`src/sv/vlfh_pkg.sv`:
```
// Shared constants and types for the vertex layout fingerprint hash.
package vlfh_pkg;

    localparam int unsigned WORD_W = 64;
    localparam int unsigned HALF_W = 32;

    typedef logic [WORD_W-1:0] t_word;
    typedef logic [HALF_W-1:0] t_half;

    localparam t_word GOLDEN_STEP = 64'h9E37_79B9_7F4A_7C15;
    localparam t_word MIX_MUL_A   = 64'hBF58_476D_1CE4_E5B9;
    localparam t_word MIX_MUL_B   = 64'h94D0_49BB_1331_11EB;

    localparam int unsigned SHIFT_PRE  = 30;
    localparam int unsigned SHIFT_MID  = 27;
    localparam int unsigned SHIFT_POST = 31;

    // Index of the last packed word of a slot.
    localparam logic [1:0] LAST_WORD = 2'd3;

    // Slots in a full layout; framing itself only follows the first and last marks.
    localparam int unsigned SLOT_COUNT = 16;

endpackage

```
`src/sv/vlfh_if.sv`:
```
// Valid/ready channel interfaces for attribute slots and fingerprints.
interface vlfh_in_if;
    logic                valid;
    logic                ready;
    logic                first_slot;
    logic                last_slot;
    logic [63:0]         ibo_address;
    logic                slot_enabled;
    logic [7:0]          attr_location;
    logic [31:0]         buffer_handle;
    logic signed [3:0]   component_count;
    logic [15:0]         data_type;
    logic [15:0]         stride_bytes;
    logic [31:0]         base_offset;
    logic                normalized;
    logic [63:0]         data_pointer;

    modport source (
        output valid, first_slot, last_slot, ibo_address, slot_enabled, attr_location,
               buffer_handle, component_count, data_type, stride_bytes, base_offset,
               normalized, data_pointer,
        input  ready
    );
    modport sink (
        input  valid, first_slot, last_slot, ibo_address, slot_enabled, attr_location,
               buffer_handle, component_count, data_type, stride_bytes, base_offset,
               normalized, data_pointer,
        output ready
    );
endinterface

interface vlfh_out_if;
    logic        valid;
    logic        ready;
    logic [63:0] fingerprint;

    modport source (output valid, fingerprint, input ready);
    modport sink (input valid, fingerprint, output ready);
endinterface

```
`src/sv/vlfh_mul.sv`:
```
// Iterative 64x64 low-half multiplier built on one shared 32x32 multiplier.
module vlfh_mul (
    input  logic            i_clk,
    input  logic            i_rst_n,
    input  logic            i_start,
    input  vlfh_pkg::t_word i_a,
    input  vlfh_pkg::t_word i_b,
    output logic            o_done,
    output vlfh_pkg::t_word o_prod
);

    logic            r_busy;
    logic [1:0]      r_cnt;
    logic            r_done;
    vlfh_pkg::t_word r_a;
    vlfh_pkg::t_word r_b;
    vlfh_pkg::t_word r_prod;
    vlfh_pkg::t_word r_acc;
    vlfh_pkg::t_half op_x;
    vlfh_pkg::t_half op_y;

    // Partial products: lo*lo, then the two cross terms (only their low half matters).
    always_comb begin
        case (r_cnt)
            2'd0: begin
                op_x = r_a[vlfh_pkg::HALF_W-1:0];
                op_y = r_b[vlfh_pkg::HALF_W-1:0];
            end
            2'd1: begin
                op_x = r_a[vlfh_pkg::HALF_W-1:0];
                op_y = r_b[vlfh_pkg::WORD_W-1:vlfh_pkg::HALF_W];
            end
            default: begin
                op_x = r_a[vlfh_pkg::WORD_W-1:vlfh_pkg::HALF_W];
                op_y = r_b[vlfh_pkg::HALF_W-1:0];
            end
        endcase
    end

    always_ff @(posedge i_clk) begin
        if (!i_rst_n) begin
            r_busy <= 1'b0;
            r_cnt  <= 2'd0;
            r_done <= 1'b0;
        end else begin
            r_done <= 1'b0;
            if (i_start) begin
                r_a    <= i_a;
                r_b    <= i_b;
                r_busy <= 1'b1;
                r_cnt  <= 2'd0;
            end else if (r_busy) begin
                r_prod <= {{vlfh_pkg::HALF_W{1'b0}}, op_x} * {{vlfh_pkg::HALF_W{1'b0}}, op_y};
                r_cnt  <= r_cnt + 2'd1;
                case (r_cnt)
                    2'd0: begin
                    end
                    2'd1: begin
                        r_acc <= r_prod;
                    end
                    default: begin
                        r_acc <= r_acc + {r_prod[vlfh_pkg::HALF_W-1:0],
                                          {vlfh_pkg::HALF_W{1'b0}}};
                    end
                endcase
                if (r_cnt == 2'd3) begin
                    r_busy <= 1'b0;
                    r_done <= 1'b1;
                end
            end
        end
    end

    assign o_done = r_done;
    assign o_prod = r_acc;

endmodule

```
`src/sv/vertex_layout_fingerprint_hash.sv`:
```
// Vertex layout fingerprint: splitmix64 combine over packed attribute slot words.
// An enabled slot runs each of its four packed words through S_ADD, S_MA, S_WA, S_MB and
//   S_WB, then S_DONE; a disabled slot goes straight to S_DONE. Both mix multiplies use the
//   single shared 32x32 multiplier, iterated over partial products per 64-bit multiply.
// Not ready while a slot is folded or committed, or a fingerprint awaits the output register.
// Reset (synchronous, active low): sequencer idle, running hash zero, output empty.
module vertex_layout_fingerprint_hash (
    input  logic i_clk,
    input  logic i_rst_n,
    vlfh_in_if.sink    i_slot,
    vlfh_out_if.source o_fp
);

    // Sequencer states
    localparam logic [2:0] S_IDLE = 3'd0;  // wait for a slot
    localparam logic [2:0] S_ADD  = 3'd1;  // h + golden + word
    localparam logic [2:0] S_MA   = 3'd2;  // launch first mix multiply
    localparam logic [2:0] S_WA   = 3'd3;  // wait on first multiply
    localparam logic [2:0] S_MB   = 3'd4;  // launch second mix multiply
    localparam logic [2:0] S_WB   = 3'd5;  // wait on second multiply, finish the step
    localparam logic [2:0] S_DONE = 3'd6;  // commit and emit

    logic [2:0]      r_state;
    logic [2:0]      n_state;
    logic [1:0]      r_idx;
    vlfh_pkg::t_word r_h;

    // Latched slot fields
    logic            r_last;
    logic [7:0]      r_loc;
    logic [31:0]     r_handle;
    logic [3:0]      r_count;
    logic [15:0]     r_dtype;
    logic [15:0]     r_stride;
    logic [31:0]     r_offset;
    logic            r_norm;
    vlfh_pkg::t_word r_ptr;

    // Output register
    logic            r_out_valid;
    vlfh_pkg::t_word r_out_fp;

    logic            accept;
    logic            mul_start;
    logic            mul_done;
    vlfh_pkg::t_word mul_a;
    vlfh_pkg::t_word mul_b;
    vlfh_pkg::t_word mul_prod;
    vlfh_pkg::t_word word;
    logic            emit_ok;

    assign accept  = i_slot.valid && i_slot.ready;
    assign emit_ok = !r_out_valid || o_fp.ready;

    // Pack the word selected by the step counter.
    always_comb begin
        case (r_idx)
            2'd0:    word = {24'd0, r_loc, r_handle};
            2'd1:    word = {{28{r_count[3]}}, r_count, 16'd0, r_dtype};
            2'd2:    word = {15'd0, r_stride, r_offset, r_norm};
            default: word = r_ptr;
        endcase
    end

    // Both mix multiplies go through the same unit; operand shaping picks the round.
    assign mul_start = r_state inside {S_MA, S_MB};
    assign mul_a = (r_state == S_MA) ? (r_h ^ (r_h >> vlfh_pkg::SHIFT_PRE))
                                     : (r_h ^ (r_h >> vlfh_pkg::SHIFT_MID));
    assign mul_b = (r_state == S_MA) ? vlfh_pkg::MIX_MUL_A : vlfh_pkg::MIX_MUL_B;

    vlfh_mul u_mul (
        .i_clk   (i_clk),
        .i_rst_n (i_rst_n),
        .i_start (mul_start),
        .i_a     (mul_a),
        .i_b     (mul_b),
        .o_done  (mul_done),
        .o_prod  (mul_prod)
    );

    always_comb begin
        n_state = r_state;
        case (r_state)
            S_IDLE: begin
                if (accept) begin
                    n_state = i_slot.slot_enabled ? S_ADD : S_DONE;
                end
            end
            S_ADD:  n_state = S_MA;
            S_MA:   n_state = S_WA;
            S_WA: begin
                if (mul_done) begin
                    n_state = S_MB;
                end
            end
            S_MB:   n_state = S_WB;
            S_WB: begin
                if (mul_done) begin
                    n_state = (r_idx == vlfh_pkg::LAST_WORD) ? S_DONE : S_ADD;
                end
            end
            S_DONE: begin
                // hold until the output register frees up for a final slot
                if (!r_last || emit_ok) begin
                    n_state = S_IDLE;
                end
            end
            default: n_state = S_IDLE;
        endcase
    end

    always_ff @(posedge i_clk) begin
        if (!i_rst_n) begin
            r_state     <= S_IDLE;
            r_idx       <= 2'd0;
            r_h         <= '0;
            r_out_valid <= 1'b0;
        end else begin
            r_state <= n_state;

            if (r_out_valid && o_fp.ready) begin
                r_out_valid <= 1'b0;
            end

            case (r_state)
                S_IDLE: begin
                    if (accept) begin
                        // seed on the first slot, else keep folding into the held hash
                        if (i_slot.first_slot) begin
                            r_h <= i_slot.ibo_address;
                        end
                        r_idx    <= 2'd0;
                        r_last   <= i_slot.last_slot;
                        r_loc    <= i_slot.attr_location;
                        r_handle <= i_slot.buffer_handle;
                        r_count  <= i_slot.component_count;
                        r_dtype  <= i_slot.data_type;
                        r_stride <= i_slot.stride_bytes;
                        r_offset <= i_slot.base_offset;
                        r_norm   <= i_slot.normalized;
                        r_ptr    <= i_slot.data_pointer;
                    end
                end
                S_ADD: begin
                    r_h <= r_h + vlfh_pkg::GOLDEN_STEP + word;
                end
                S_WA: begin
                    if (mul_done) begin
                        r_h <= mul_prod;
                    end
                end
                S_WB: begin
                    if (mul_done) begin
                        r_h   <= mul_prod ^ (mul_prod >> vlfh_pkg::SHIFT_POST);
                        r_idx <= r_idx + 2'd1;
                    end
                end
                S_DONE: begin
                    if (r_last && emit_ok) begin
                        r_out_valid <= 1'b1;
                        r_out_fp    <= r_h;
                    end
                end
                default: begin
                end
            endcase
        end
    end

    assign i_slot.ready     = (r_state == S_IDLE);
    assign o_fp.valid       = r_out_valid;
    assign o_fp.fingerprint = r_out_fp;

endmodule

```
`src/flat_wrapper.sv`:
```
// flat-port wrapper written by rule: the top's interface ports become plain ports
module vertex_layout_fingerprint_hash_flat 
  (i_clk, i_rst_n, i_slot_valid, i_slot_first_slot, i_slot_last_slot, i_slot_ibo_address, i_slot_slot_enabled, i_slot_attr_location, i_slot_buffer_handle, i_slot_component_count, i_slot_data_type, i_slot_stride_bytes, i_slot_base_offset, i_slot_normalized, i_slot_data_pointer, i_slot_ready, o_fp_valid, o_fp_fingerprint, o_fp_ready);
  vlfh_in_if i_slot_i ();
  vlfh_out_if o_fp_i ();
  input  logic i_clk;
  input  logic i_rst_n;
  input wire logic [$bits(i_slot_i.valid)-1:0] i_slot_valid;
  input wire logic [$bits(i_slot_i.first_slot)-1:0] i_slot_first_slot;
  input wire logic [$bits(i_slot_i.last_slot)-1:0] i_slot_last_slot;
  input wire logic [$bits(i_slot_i.ibo_address)-1:0] i_slot_ibo_address;
  input wire logic [$bits(i_slot_i.slot_enabled)-1:0] i_slot_slot_enabled;
  input wire logic [$bits(i_slot_i.attr_location)-1:0] i_slot_attr_location;
  input wire logic [$bits(i_slot_i.buffer_handle)-1:0] i_slot_buffer_handle;
  input wire logic [$bits(i_slot_i.component_count)-1:0] i_slot_component_count;
  input wire logic [$bits(i_slot_i.data_type)-1:0] i_slot_data_type;
  input wire logic [$bits(i_slot_i.stride_bytes)-1:0] i_slot_stride_bytes;
  input wire logic [$bits(i_slot_i.base_offset)-1:0] i_slot_base_offset;
  input wire logic [$bits(i_slot_i.normalized)-1:0] i_slot_normalized;
  input wire logic [$bits(i_slot_i.data_pointer)-1:0] i_slot_data_pointer;
  output wire logic [$bits(i_slot_i.ready)-1:0] i_slot_ready;
  output wire logic [$bits(o_fp_i.valid)-1:0] o_fp_valid;
  output wire logic [$bits(o_fp_i.fingerprint)-1:0] o_fp_fingerprint;
  input wire logic [$bits(o_fp_i.ready)-1:0] o_fp_ready;
  assign i_slot_i.valid = i_slot_valid;
  assign i_slot_i.first_slot = i_slot_first_slot;
  assign i_slot_i.last_slot = i_slot_last_slot;
  assign i_slot_i.ibo_address = i_slot_ibo_address;
  assign i_slot_i.slot_enabled = i_slot_slot_enabled;
  assign i_slot_i.attr_location = i_slot_attr_location;
  assign i_slot_i.buffer_handle = i_slot_buffer_handle;
  assign i_slot_i.component_count = i_slot_component_count;
  assign i_slot_i.data_type = i_slot_data_type;
  assign i_slot_i.stride_bytes = i_slot_stride_bytes;
  assign i_slot_i.base_offset = i_slot_base_offset;
  assign i_slot_i.normalized = i_slot_normalized;
  assign i_slot_i.data_pointer = i_slot_data_pointer;
  assign i_slot_ready = i_slot_i.ready;
  assign o_fp_valid = o_fp_i.valid;
  assign o_fp_fingerprint = o_fp_i.fingerprint;
  assign o_fp_i.ready = o_fp_ready;
  vertex_layout_fingerprint_hash u_core (.i_clk(i_clk), .i_rst_n(i_rst_n), .i_slot(i_slot_i), .o_fp(o_fp_i));
endmodule
```
`config.mk`:
```
export PLATFORM = sky130hd
export DESIGN_NAME = vertex_layout_fingerprint_hash_flat
export DESIGN_NICKNAME = d
export VERILOG_FILES = /design/src/sv/vlfh_pkg.sv /design/src/sv/vlfh_if.sv /design/src/sv/vlfh_mul.sv /design/src/sv/vertex_layout_fingerprint_hash.sv /design/src/flat_wrapper.sv
export SDC_FILE = /design/constraint.sdc
export NUM_CORES = 2
export LEC_CHECK = 0
export BUFFER_PORTS_ARGS = -buffer_cell sky130_fd_sc_hd__buf_2
export CORE_MARGIN = 4
export CORE_UTILIZATION = 58
export DETAILED_ROUTE_END_ITERATION = 16
export HOLD_SLACK_MARGIN = 0.12
export PLACE_DENSITY = 0.8
export SKIP_CTS_REPAIR_TIMING = 1
export SLEW_MARGIN = 20
export SYNTH_ARGS = -nofsm -noshare
export SYNTH_HDL_FRONTEND = slang
export SYNTH_SLANG_ARGS = --single-unit
```
`constraint.sdc`:
```
create_clock -name i_clk -period 9.35 [get_ports i_clk]
set_input_delay 0.935 -clock i_clk [delete_from_list [all_inputs] [get_ports i_clk]]
set_output_delay 0.935 -clock i_clk [all_outputs]
set_load 0.005 [all_outputs]
```
## Word level (Yosys, flattened, before mapping)

Cells that the tools add are included.

| storage, ports and cells | value |
|---|---|
| flip-flop bits (word level) | 568 |
| logic and storage cells | 102 |

| operators by class | value |
|---|---|
| add/subtract/negate cells | 5 |
| bitwise gates (word level) | 7 |
| muxes and demuxes | 28 |
| $mul | 1 |
| equality and inequality tests | 16 |
| reductions and logical operators | 24 |

Operators with widths:

| operator | count |
|---|---|
| $mux W64 | 5 |
| $pmux W64 S4 | 1 |
| $pmux W64 S3 | 1 |
| $add A64 B64 Y64 | 2 |
| $pmux W64 S2 | 1 |
| $add A64 B64 Y64 const B | 1 |
| $mul A32 B32 Y64 | 1 |
| $mux W32 | 2 |
| $xor A64 B33 Y64 | 1 |
| $xor A64 B34 Y64 | 1 |
| $xor A64 B37 Y64 | 1 |
| $mux W62 | 1 |
| $pmux W3 S7 | 1 |
| $mux W3 | 6 |
| $reduce_and A3 Y1 | 4 |
| $eq A3 B3 Y1 const B | 3 |
| $ne A2 B2 Y1 const B | 4 |
| $reduce_and A4 Y1 | 2 |
| $mux W1 | 7 |
| $eq A2 B2 Y1 const B | 3 |
| $eq A3 B2 Y1 const B | 2 |
| $reduce_and A5 Y1 | 1 |
| $add A2 B1 Y2 const B | 2 |
| $eq A2 B1 Y1 const B | 2 |
| other kinds (15) | 26 |

## Depth between registers and ports, before layout

| logic depth | value |
|---|---|
| word-level depth | 5 |
| mapped depth | 36 |
| mapped depth without buffers | 34 |

## By module

A second synthesis with hierarchy kept.

| unflattened totals | value |
|---|---|
| cells, all modules | 6,181 |
| area, all modules | 61,290.0 um^2 |

By module, submodules not included:

| module | instances | area an instance (um^2) | cells an instance | seq. area each (um^2) |
|---|---|---|---|---|
| vlfh_mul | 1 | 43,237.7 | 4,417 | 7,767.4 |
| vertex_layout_fingerprint_hash | 1 | 18,052.3 | 1,764 | 8,548.2 |

## Worst setup path before layout

Ideal clock, no wire load.

| timing path | value |
|---|---|
| kind | register to register |
| from | register u_core.u_mul.r_cnt[0] |
| to | register u_core.u_mul.r_prod[63], data pin |
| slack | -182 ps |
| stages on the path, launching flop included | 35 |
| data required time | 9,084 ps |
| setup time | 266 ps |
| clock period less this slack | 9,532 ps |
| buffers on the path | 3 |
| data arrival time | 9,265 ps |
| path through | dfxtp_1 > inv_1 > ha_1 > nor2_1 > clkbuf_1 > buf_1 > mux2i_1 > nor2_1 > nand2_1 > nand2_1 > fa_1 > fa_1 > inv_1 > fa_1 > fa_1 > inv_1 > fa_1 > fa_1 > fa_1 > inv_1 > fa_1 > inv_1 > ha_1 > and2_1 > clkbuf_1 > a221oi_1 > o22ai_1 > o41ai_1 > o221a_2 > o21ai_2 > o22ai_1 > o31ai_1 > a21oi_1 > mux2i_1 > nand4_1 |

| on the way | value |
|---|---|
| cells in the longest elaborated chain, start to end | 4 |
| elaborated cells on any way between the ends | 6 |

RTL lines:

| what | RTL line | source |
|---|---|---|
| start: declaration | vlfh_mul.sv:13 | `logic [1:0] r_cnt;` |
| start signal: assignment | vlfh_mul.sv:54 | `r_cnt <= r_cnt + 2'd1;` |
| $eq A2 B1 Y1 / $logic_not A2 Y1 (equally long branches) | vlfh_mul.sv:24 | `case (r_cnt)` |
| $reduce_or A2 Y1 (no line) | n/a |  |
| $mux W32 | vlfh_mul.sv:24 |  |
| $mul A32 B32 Y64 * | vlfh_mul.sv:53 | `r_prod <= {{vlfh_pkg::HALF_W{1'b0}}, op_x} * {{vlfh_pkg::HALF_W{1'b0}}, op_y};` |
| end signal: assignment | vlfh_mul.sv:53 |  |
| end: declaration | vlfh_mul.sv:17 | `vlfh_pkg::t_word r_prod;` |

Mark *: on every way between the ends. The rest lies on a longest branch, timed or not.
A chain may end at the register's enable or synchronous reset.

## Worst setup path in the final report

| timing path | value |
|---|---|
| from | register u_core.u_mul.r_cnt[1] |
| to | register u_core.u_mul.r_prod[61], data pin |

Same word-level chain as after synthesis.

==> out/qor_table.md <==
| Metric | Reported | Unit |
| --- | --- | --- |
| Outcome | completed | - |
| Final antenna-violating net count | 0 | - |
| Final critical-path share of the clock period | 0.973 | - |
| Initial standard-cell utilization of the core | 0.588 | - |
| Final routed DRC violation total | 0 | - |
| Nets | 7367 | - |
| Wire length of the first global-routing pass | 293000 | um |
| Post-DR vias/cell | 6.09 | - |
| Synth warn | 0 | - |
| Most frequent cell after synthesis | sky130_fd_sc_hd__inv_1 | - |
| Core region area | 93900 | um^2 |
| CP Data Arrival Time | 9.45 | ns |
| TritonCTS clock tree | yes | - |
| Worst Hold End | u_core.r_offset[31] | - |
| Number of placed cells counting well taps | 7005 | - |
| Final setup skew | 0.0224 | ns |
| Slack of the worst reg-to-reg path | 0.25 | ns |
| Setup Crit Path Kind | flip-flop to flip-flop | - |
| Total cell area at the placement stage | 59900 | um^2 |
| Layout Cell Area excl Fill | 61600 | um^2 |
| Predominant post-synthesis flop cell | sky130_fd_sc_hd__edfxtp_1 | - |
| Post-Synthesis Cell Area | 55200 | um^2 |
| Syn Nets | 6906 | - |
| Startpoint of the lowest-slack hold path | i_slot_base_offset[31] | - |
| Clk pin slew, worst setup/hold paths | 0.07 | ns |
| RSZ-0062 raised after global routing | no | - |
| Placed wire-length estimate | 171000 | um |
| Initial antenna violation count | 21 | - |
| Largest fanout on the critical path | 15 | - |
| Clock root buffer | sky130_fd_sc_hd__clkbuf_16 | - |
| Die height | 316 | um |
| Max-slew violations | 0 | - |
| Number of global-route vias before repair | 43900 | - |
| Total wire length after detailed routing | 203000 | um |
| Port Buffers | 309 | - |
| Worst r2r src | u_core.u_mul.r_cnt[1] | - |
| CTS Buffer Depth | 3 | - |
| Maximum Capacitance Violations | 0 | - |
| CP max stage cell | sky130_fd_sc_hd__fa_1 | - |
| Mean cell area of the mapped netlist | 10.3 | um^2 |
| Min cycle time layout | 9.10 | ns |
| Weighted congestion reported at the end of routability-driven placement | 1.09 | - |
| Worst slew slack as a fraction of its limit | 0.317 | - |
| Post-route worst setup slack | 0.254 | ns |
| Worst setup EP type | flip-flop | - |
| Synthesized instance count | 5343 | - |
| Share of async-settable or async-resettable flops after synthesis | 0 | - |
| Setup violation total in the final timing report | 0 | - |
| Number of library cell types mapped by synthesis | 69 | - |
| Crit start category | flip-flop | - |
| Pin count of the biggest net entering global routing | 175 | - |
| Worst slack at placement | -0.0370 | ns |
| Number of cells in the finished layout apart from fillers | 7113 | - |
| Number of cells traversed by the worst register-to-register path | 31 | - |
| Total GRT Usage | 0.407 | - |
| Leading post-synthesis cells by instance count | 1135 x sky130_fd_sc_hd__inv_1, 804 x sky130_fd_sc_hd__fa_1, 515 x sky130_fd_sc_hd__ha_1, 432 x sky130_fd_sc_hd__edfxtp_1, 355 x sky130_fd_sc_hd__nand2_1 | - |
| Signed area change from the synthesized netlist to the final layout | 11.7 | % |
| Worst-margin pin slew | 1.02 | ns |
| Clock latency on the worst-skew pair | 0.62 | ns |
| Layout cell share with drive strength beyond 1 | 0.134 | - |
| Boundary Pins | 310 | - |
| Area share of the leading cell type in the synthesized netlist | 0.292 | - |
| Most numerous cell on the critical path | sky130_fd_sc_hd__fa_1 | - |
| Fmax achieved | 110 | MHz |
| Number of buffers added by the clock tree synthesis step | 47 | - |
| Fraction of the yosys area taken by sequential cells | 0.262 | - |
| Hold slack | 0.488 | ns |
| Endpoint of the worst-slack reg-to-reg timing path | u_core.u_mul.r_prod[61] | - |
| Hold Vio Cnt, Final | 0 | - |
| Clock sink total | 506 | - |
| H-Tree Level Count | 2 | - |
| Data required time of the critical path | 9.70 | ns |
| Area leader, netlist | sky130_fd_sc_hd__fa_1 | - |
| Total gr overflow | 0 | - |
| Number of flops mapped to enable cells by yosys | 432 | - |
| Worst hold path stage count | 1 | - |
| Violation count after the first detailed-route iteration | 5478 | - |
| Largest cells by area after synthesis | sky130_fd_sc_hd__fa_1 29%, sky130_fd_sc_hd__edfxtp_1 24%, sky130_fd_sc_hd__ha_1 12% | - |
| Avg WL per Cell | 28.6 | um |
| Die X-Extent | 316 | um |
| Detailed-routing iteration count for the pre-antenna-repair pass | 9 | - |
| Type of the most critical hold path | input pin to flip-flop | - |
| Slowest cell delay on critical path | 0.71 | ns |
| Post-synthesis register bit count | 506 | - |
| Number of placement rows | 112 | - |
| Total via count after detailed routing | 43400 | - |
| Area of the die | 100000 | um^2 |
## registers in the layout, indices dropped and copies added (netlist names), 32 cells and up
register,count
u_core.o_fp.fingerprint,64
u_core.r_h,64
u_core.r_ptr,64
u_core.u_mul.o_prod,64
u_core.u_mul.r_a,64
u_core.u_mul.r_prod,64
u_core.r_handle,32
u_core.r_offset,32
## placed cells by master (no fill, tap or decap), drive strengths merged, types with 35 or more instances in the layout
cell type  netlist  layout
xor2           101     101
a31oi           41      41
and3            35      35
a21o           113     113
nor2           319     319
nand3           38      38
a21oi          226     226
edfxtp         432     432
mux2i           55      55
o21ai          211     211
nand2          355     355
nand4           39      39
dfxtp           74      74
ha             515     515
buf             20     592
fa             804     804
xnor2          139     139
clkbuf         160      57
inv           1136    1141
and2            76      76
a222oi          60      60
## how the worst max path moves through the flow
stage                     startpoint                 endpoint  slack (ns)  cells past startpoint
3_3_place_gp   u_core.u_mul.r_cnt[1]  u_core.u_mul.r_prod[59]        0.11                     31
5_1_grt        u_core.u_mul.r_cnt[1]  u_core.u_mul.r_prod[62]        0.01                     35
2_1_floorplan  u_core.u_mul.r_cnt[0]  u_core.u_mul.r_prod[63]        0.09                     34
3_5_place_dp   u_core.u_mul.r_cnt[1]  u_core.u_mul.r_prod[59]       -0.04                     31
4_1_cts        u_core.u_mul.r_cnt[1]  u_core.u_mul.r_prod[59]        -0.1                     31
6_report       u_core.u_mul.r_cnt[1]  u_core.u_mul.r_prod[61]        0.25                     31
## stage by stage
stage           util  setup TNS (ns)
2_1_floorplan      -               0
3_3_place_gp   0.638               0
3_5_place_dp   0.638         -0.0593
4_1_cts        0.654          -0.213
5_1_grt        0.656               0
6_report       0.656               0
## per-layer routing
metal / track usage / vias to the layer above / share of wire
met2: 0.612 / 2853 / 0.44
met5: 0 / - / 0.00016
met3: 0.0964 / 597 / 0.12
met1: 0.556 / 21500 / 0.38
met4: 0.210 / 6 / 0.064
li1: - / 18400 / -
## layout make-up
type                       count  area, um^2
multi-input combinational   3509       35900
tap                         1254        1570
sequential                   506       14500
antenna                       19        47.5
clock inverter                28         249
fill                        7562       32300
timing repair buffer         592        3780
inverter                    1148        4340
clock buffer                  57        1240
## cell families after synthesis
group	Yosys count	synth area share
AO/OA/AOI/OAI	877	0.105
XOR/XNOR	240	0.0381
adder cells (fa/ha/maj)	1319	0.409
buffers and inverters	1328	0.0904
flip-flops	506	0.262
multiplexers	78	0.0147
AND/OR/NAND/NOR	995	0.0817
## worst max-delay path: cells and delay by family, from the launching register on
kind | cells | cell delay, ns
buffers and inverters | 6 | 0.71
muxes | 1 | 0.36
DFF | 1 | 0.35
adders and majority gates | 10 | 4.60
xor gates and xnor gates | 1 | 0.09
and+or+nand+nor | 4 | 0.76
AOI/OAI and AO/OA | 9 | 1.94
Power is not shown: default switching activity piles up to over one toggle a cycle in this logic, so the estimate is an artifact.
